==> src/design/wildcard_byte_pattern_scanner_assert.svh <==
`ifndef WILDCARD_BYTE_PATTERN_SCANNER_ASSERT_SVH
`define WILDCARD_BYTE_PATTERN_SCANNER_ASSERT_SVH

// Same-cycle implication, checked out of reset.
`define WBPS_ASSERT_NOW(label, ante, cons, msg) \
    label: assert property (@(posedge aclk) disable iff (!aresetn) (ante) |-> (cons)) \
        else $error(msg);

// Next-cycle implication, checked out of reset.
`define WBPS_ASSERT_NEXT(label, ante, cons, msg) \
    label: assert property (@(posedge aclk) disable iff (!aresetn) (ante) |=> (cons)) \
        else $error(msg);

`endif

==> src/design/wbps_pkg.sv <==
`default_nettype none

package wbps_pkg;

    localparam int ADDR_W    = 48;
    localparam int LEN_W     = 6;
    localparam int PAT_BYTES = 32;
    localparam int CFG_IDX_W = 3;
    localparam int CFG_DATA_W = 64;

    typedef enum logic [CFG_IDX_W-1:0] {
        CFG_PAT_0_7   = 3'd0,
        CFG_PAT_8_15  = 3'd1,
        CFG_PAT_16_23 = 3'd2,
        CFG_PAT_24_31 = 3'd3,
        CFG_WILDCARD  = 3'd4,
        CFG_LENGTH    = 3'd5,
        CFG_BASE      = 3'd6
    } cfg_reg_t;

    typedef logic [PAT_BYTES-1:0][7:0] pat_t;

endpackage

`default_nettype wire

==> src/design/wildcard_byte_pattern_scanner.sv <==
`default_nettype none
// Channel   Signals                                          Direction
// s_        s_valid s_ready s_image_byte s_last_byte         in  (one image byte per beat)
// m_        m_valid m_ready m_found m_match_address          out (at most one per beat)
// cfg_      cfg_valid cfg_ready cfg_index cfg_data           in  (register writes)
//
// One byte beat per cycle while s_ready is high; its result is registered on accept in the
// output register (or skid). Window compare, offset check and address add sit before that
// register; the aligned pattern is rebuilt from the register write data in the write cycle.
// A two-entry output (register plus skid) keeps s_ready high while one result waits;
// s_ready drops only when both are full.
// aresetn is synchronous, active low; it clears all but the output and skid data registers.

module wildcard_byte_pattern_scanner #(
    parameter int MAX_PATTERN = 32,
    parameter int OFFSET_BITS = 32
) (
    input  wire                              aclk,
    input  wire                              aresetn,
    input  wire                              s_valid,
    output logic                             s_ready,
    input  wire  [7:0]                       s_image_byte,
    input  wire                              s_last_byte,
    output logic                             m_valid,
    input  wire                              m_ready,
    output logic                             m_found,
    output logic [wbps_pkg::ADDR_W-1:0]      m_match_address,
    input  wire                              cfg_valid,
    output logic                             cfg_ready,
    input  wire  [wbps_pkg::CFG_IDX_W-1:0]   cfg_index,
    input  wire  [wbps_pkg::CFG_DATA_W-1:0]  cfg_data
);
    import wbps_pkg::*;

    // configuration
    pat_t                     pat_reg, pat_next;
    logic [PAT_BYTES-1:0]     mask_reg, mask_next;
    logic [LEN_W-1:0]         len_reg, len_next;
    logic [ADDR_W-1:0]        base_reg, base_next;

    // pattern aligned to window slots, entry 0 newest
    logic [MAX_PATTERN-1:0][7:0] exp_reg, exp_next;
    logic [MAX_PATTERN-1:0]      care_reg, care_next;
    logic                        armed_reg, armed_next;
    logic [LEN_W-1:0]            slot_idx [MAX_PATTERN];

    // search state
    logic [MAX_PATTERN-1:0][7:0] win_reg, win_shift;
    logic [OFFSET_BITS-1:0]      off_reg;
    logic                        found_reg;

    // output register and skid
    logic                        m_valid_reg, m_found_reg;
    logic [ADDR_W-1:0]           m_addr_reg;
    logic                        skid_valid_reg, skid_found_reg;
    logic [ADDR_W-1:0]           skid_addr_reg;

    logic                        s_accept, m_pop;
    logic [MAX_PATTERN-1:0]      slot_hit;
    logic [OFFSET_BITS:0]        t_plus1;
    logic                        len_ok, match;
    logic [OFFSET_BITS-1:0]      start_off;
    logic [ADDR_W-1:0]           hit_addr;
    logic                        res_valid, res_found;
    logic [ADDR_W-1:0]           res_addr;

    assign cfg_ready = 1'b1;
    assign s_ready   = !skid_valid_reg;
    assign s_accept  = s_valid && s_ready;
    assign m_pop     = m_valid_reg && m_ready;

    assign m_valid         = m_valid_reg;
    assign m_found         = m_found_reg;
    assign m_match_address = m_addr_reg;

    always_comb begin
        pat_next  = pat_reg;
        mask_next = mask_reg;
        len_next  = len_reg;
        base_next = base_reg;
        if (cfg_valid) begin
            unique case (cfg_reg_t'(cfg_index))
                CFG_PAT_0_7:   pat_next[7:0]   = cfg_data;
                CFG_PAT_8_15:  pat_next[15:8]  = cfg_data;
                CFG_PAT_16_23: pat_next[23:16] = cfg_data;
                CFG_PAT_24_31: pat_next[31:24] = cfg_data;
                CFG_WILDCARD:  mask_next = cfg_data[PAT_BYTES-1:0];
                CFG_LENGTH:    len_next  = cfg_data[LEN_W-1:0];
                CFG_BASE:      base_next = cfg_data[ADDR_W-1:0];
                default: ;
            endcase
        end
    end

    // slot j of the window faces pattern byte len-1-j
    always_comb begin
        for (int j = 0; j < MAX_PATTERN; j++) begin
            slot_idx[j]  = len_next - LEN_W'(j) - LEN_W'(1);
            exp_next[j]  = pat_next[slot_idx[j][LEN_W-2:0]];
            care_next[j] = (LEN_W'(j) < len_next) && !mask_next[slot_idx[j][LEN_W-2:0]];
        end
        armed_next = (len_next != '0) && (len_next <= LEN_W'(MAX_PATTERN))
                     && (base_next != '0);
    end

    always_comb begin
        win_shift[0] = s_image_byte;
        for (int j = 1; j < MAX_PATTERN; j++) begin
            win_shift[j] = win_reg[j-1];
        end
        for (int j = 0; j < MAX_PATTERN; j++) begin
            slot_hit[j] = !care_reg[j] || (win_shift[j] == exp_reg[j]);
        end
    end

    assign t_plus1   = {1'b0, off_reg} + (OFFSET_BITS+1)'(1);
    assign len_ok    = t_plus1 >= (OFFSET_BITS+1)'(len_reg);
    assign start_off = OFFSET_BITS'(t_plus1 - (OFFSET_BITS+1)'(len_reg));
    assign hit_addr  = base_reg + ADDR_W'(start_off);
    assign match     = !found_reg && armed_reg && len_ok && (&slot_hit);
    assign res_valid = match || (s_last_byte && !found_reg);
    assign res_found = match;
    assign res_addr  = match ? hit_addr : '0;

    always_ff @(posedge aclk) begin
        if (!aresetn) begin
            pat_reg        <= '0;
            mask_reg       <= '0;
            len_reg        <= '0;
            base_reg       <= '0;
            exp_reg        <= '0;
            care_reg       <= '0;
            armed_reg      <= 1'b0;
            win_reg        <= '0;
            off_reg        <= '0;
            found_reg      <= 1'b0;
            m_valid_reg    <= 1'b0;
            skid_valid_reg <= 1'b0;
        end else begin
            pat_reg   <= pat_next;
            mask_reg  <= mask_next;
            len_reg   <= len_next;
            base_reg  <= base_next;
            exp_reg   <= exp_next;
            care_reg  <= care_next;
            armed_reg <= armed_next;

            if (s_accept) begin
                if (s_last_byte) begin
                    win_reg   <= '0;
                    off_reg   <= '0;
                    found_reg <= 1'b0;
                end else begin
                    win_reg   <= win_shift;
                    found_reg <= found_reg || match;
                    if (off_reg != '1) begin
                        off_reg <= off_reg + OFFSET_BITS'(1);
                    end
                end
            end

            // skid full implies no accept this cycle
            if (skid_valid_reg) begin
                if (m_pop) begin
                    m_found_reg    <= skid_found_reg;
                    m_addr_reg     <= skid_addr_reg;
                    skid_valid_reg <= 1'b0;
                end
            end else if (s_accept && res_valid) begin
                if (!m_valid_reg || m_pop) begin
                    m_valid_reg <= 1'b1;
                    m_found_reg <= res_found;
                    m_addr_reg  <= res_addr;
                end else begin
                    skid_valid_reg <= 1'b1;
                    skid_found_reg <= res_found;
                    skid_addr_reg  <= res_addr;
                end
            end else if (m_pop) begin
                m_valid_reg <= 1'b0;
            end
        end
    end

`include "wildcard_byte_pattern_scanner_assert.svh"

    `WBPS_ASSERT_NOW(a_skid_behind_out, skid_valid_reg, m_valid_reg, "skid full with output empty")
    `WBPS_ASSERT_NOW(a_miss_addr_zero, m_valid_reg && !m_found_reg, m_addr_reg == '0, "not-found beat carries an address")
    `WBPS_ASSERT_NEXT(a_last_clears, s_accept && s_last_byte, (off_reg == '0) && !found_reg && (win_reg == '0), "search state not cleared after last byte")
    `WBPS_ASSERT_NEXT(a_hit_sets_found, s_accept && match && !s_last_byte, found_reg, "match did not set found flag")
    `WBPS_ASSERT_NOW(a_one_hit_per_scan, found_reg, !match, "second match in one scan")

endmodule

`default_nettype wire

==> config.mk <==
export PLATFORM = sky130hd
export DESIGN_NAME = wildcard_byte_pattern_scanner
export DESIGN_NICKNAME = d
export VERILOG_FILES = /design/src/design/wbps_pkg.sv /design/src/design/wildcard_byte_pattern_scanner.sv
export VERILOG_INCLUDE_DIRS = /design/src /design/src/design
export SDC_FILE = /design/constraint.sdc
export NUM_CORES = 2
export LEC_CHECK = 0
export BUFFER_PORTS_ARGS = -buffer_cell sky130_fd_sc_hd__buf_2
export CAP_MARGIN = 40
export CORE_MARGIN = 3
export CORE_UTILIZATION = 35
export DETAILED_ROUTE_END_ITERATION = 10
export SETUP_SLACK_MARGIN = 0.1
export SYNTH_ARGS = -nofsm -noshare
export SYNTH_HDL_FRONTEND = slang
export SYNTH_SLANG_ARGS = --single-unit
==> constraint.sdc <==
create_clock -name aclk -period 11.4 [get_ports aclk]
set_input_delay 0 -clock aclk [delete_from_list [all_inputs] [get_ports aclk]]
set_output_delay 0 -clock aclk [all_outputs]
set_load 0.005 [all_outputs]
==> qor.csv <==
metric;value;unit
status;finished clean;
worst min-delay path category;in2reg;
GRT Overall Usage;26.4;%
drt drc;0;
Slew Viols, Final;0;
Congestion Overflow GR;0;
Final Critical Period;6.65;ns
element type at the critical path end;flip-flop;
Bufs on Longest Clock Path;3;
EDFF count, synth;98;
xor/xnor cell area share of the yosys netlist;5.92;%
vias post-DR;47820;
Worst-path clk slew;0.06;ns
FF-to-FF setup slack;4.75;ns
P_sw;2.62;mW
Synth Area in Simple Gates;17.7;%
Compound-Gate Fraction of Synth Area;6.81;%
fin nets;6463;
Pint;6.51;mW
dominant synthesized flop cell;dfxtp_1;
cell with the most instances after synthesis;mux2i_1;
area share of the largest cell type after synthesis;32.4;%
dpl ws;4.74;ns
worst skew pair latency;0.78;ns
DRT iter0 DRCs;5211;
FF+latch count, synth;1012;
Netlist cell types;81;
slew margin rel.;27.8;%
crit path max fanout;10;
die footprint;166000;um2
peak supply drop;0.149;mV
worst r2r src;off_reg[0];
CP cell instances;ha_1, xor2_1, ha_1, nor2b_1, o21ai_0, nand2b_1, a311oi_1, nand3_1, a21o_1, nor4_1, nand3_1, xnor2_1, ha_1, and3_1, and2_1, nand2_1, nor2_1, a21oi_1, a31oi_1, buf_2, nand4_1, xor2_1, o21ai_0;
CP endpoint;m_match_address[40];
initial antenna violation count;10;
net count after synthesis;6418;
Critical Path Max Stage Delay;0.60;ns
total wire length;230000;um
actual slew at the worst max-slew pin;1.08;ns
layout cells sized above 1;9.84;%
Post-synth top cells;mux2i_1 (1409), nand2_1 (1167), dfxtp_1 (914), a21oi_1 (394), nor2_1 (381);
setup tns final;0;ns
required time of the critical path;11.84;ns
clock sink count;1012;
dominant cells by area after synthesis;dfxtp_1 (32%), mux2i_1 (25%), nand2_1 (7.8%);
arrival time at the worst endpoint;7.09;ns
main combinational cell family by area after synthesis;multiplexers;
Comb power frac;15.4;%
Yosys top cell by area;dfxtp_1;
number of global-route vias before repair;44404;
Worst Skew;0.0828;ns
unrepaired setup endpoints after global routing;no;
global-route wire length before repair;322000;um
wire per inst;26.8;um
final setup fails;0;
Critical Path Source Type;flip-flop;
clock share of power;43.5;%
Core Region;159000;um2
switching share of total power;28.7;%
TritonCTS buffer count;111;
Setup CP Type;reg2reg;
end of the worst register-to-register path;m_match_address[40];
io pins;133;
DRT Pass-1 Iters;5;
max-cap violation count;0;
cell count after synthesis;6281;
Die X;408;um
DR vias/cell;5.58;
row count;146;
fmax;0.150;GHz
fillers;15768;
H-tree depth reported by CTS;3;
CP max-delay cell;a311oi_1;
slack of the critical path;4.75;ns
final hold vios;0;
CTS root buffer;clkbuf_16;
IO Port Bufs;131;
Post-Synth Adder-Cell Area;1.27;%
Post-DRT Antenna Nets;0;
Post-CTS Setup Bufs;0;
Most common cell on crit path;ha_1;
mux share of post-synthesis cell area;27.3;%
syn_area_per_cell;9.00;um2
Final HPWL DP;177000;um
synthesized cell area;56500;um2
Die Ht;408;um
Critical path origin;off_reg[0];
Starting Density;35.4;%
leakage power;27.2;nW
part of the power in registers;41.1;%
Pwr Density;141;nW/um2
synth-to-layout area growth;14.6;%
routability congestion estimate;1.06;
Final Cycle Share;58.3;%
Yosys warnings;0;
Worst Hold Launch;cfg_index[0];
Post-synth ARST share;0;%
largest net degree at the start of global routing;192;
sequential-to-total area share from yosys stat;37.6;%
worst reg-to-reg path cell count;23;
TritonCTS clock tree;yes;
-- worst max-delay path: cells and delay by family (launching register included) --
kind / cells / cell delay (ns)
DFF: 1 / 0.48
adders and majority gates: 3 / 1.16
and+or+nand+nor: 10 / 2.06
buffers and inverters: 1 / 0.27
AOI/OAI and AO/OA: 6 / 1.77
xor gates and xnor gates: 3 / 0.61
-- cell type report --
cell class	instances	area, um2	area share (%)
tap	2146	2690	4.15
antenna	8	20.0	0.0309
timing repair buffer	370	2960	4.57
clock inverter	61	902	1.39
inverter	41	171	0.265
sequential	1012	21200	32.8
multi-input combinational	4790	33600	51.9
clock buffer	147	3140	4.85
-- cells in the final DEF, fill, tap and decap left out, types with 17 or more instances in the layout --
cell and instances:
edfxtp_1 98, buf_4 111, and2_1 44, a21o_1 24
nor3_1 28, a21oi_1 394, clkbuf_8 23, ha_1 51
nor2_1 381, and3_1 241, xor2_1 37, nor4_1 41
buf_2 135, a31oi_1 18, nand3_1 50, inv_1 33
mux2i_1 1407, clkbuf_16 111, dlygate4sd3_1 97, mux2_2 34
xnor2_1 328, o21ai_0 111, mux4_2 42, dfxtp_1 914
nor2b_1 46, nand4_1 96, and2_4 19, nand2_1 1165
bufinv_16 17
-- layer usage --
metal / vias up / global-route usage [%] / share of wire [%] / wire length, um
li1: 22007 / - / - / -
met2: 1885 / 40.1 / 43 / 99300
met4: 0 / 16.7 / 7.2 / 16600
met5: - / 0 / 0 / 0
met3: 439 / 5.11 / 7.4 / 17100
met1: 23489 / 34.4 / 42 / 96600
-- how the worst min path moves through the flow --
stage / end / cells past startpoint
6_report: base_reg[1] / 5
4_1_cts: base_reg[16] / 5
2_1_floorplan: base_reg[10] / 2
5_1_grt: base_reg[3] / 5
3_3_place_gp: win_reg[6] / 3
3_5_place_dp: win_reg[6] / 3
-- per-stage QoR --
step           total power [mW]  instances  hold slack, ns  area, um2  util, %
6_report                   9.12       8575          0.0448      64700     40.6
5_1_grt                    9.39       8568          0.0635      64700     40.6
4_1_cts                    9.15       8560         0.00115      64700     40.6
3_5_place_dp               5.17       8255           0.270      59700     37.4
3_3_place_gp               5.13       8213           0.268      59100     37.1
2_1_floorplan              4.64       6281           0.136      56500        -
-- repair_timing --
| item | in CTS | in global routing |
|---|---|---|
| hold buffers | 97 | 0 |
| resized for setup | 0 | 0 |
| endpoints found under the hold margin | 504 | 0 |
-- kinds of logic (layout without fill, tap and decap cells) --
logic type / Yosys count / after routing
xor gates and xnor gates: 380 / 380
AOI/OAI and AO/OA: 672 / 672
muxes: 1487 / 1487
buffers and inverters: 479 / 619
DFF: 1012 / 1012
and+or+nand+nor: 2194 / 2194
adders and majority gates: 56 / 56
other: 1 / 9
-- power groups by stage --
stage / clock (mW) / combinational, mW / sequential (mW)
after floorplan: 0 / 0.841 / 3.80
after global placement: 0 / 1.31 / 3.82
after detailed placement: 0 / 1.34 / 3.82
after CTS: 4.03 / 1.37 / 3.75
after global routing: 4.17 / 1.47 / 3.75
final: 3.97 / 1.40 / 3.75
No activity file was read; power rests on OpenSTA's default activity.
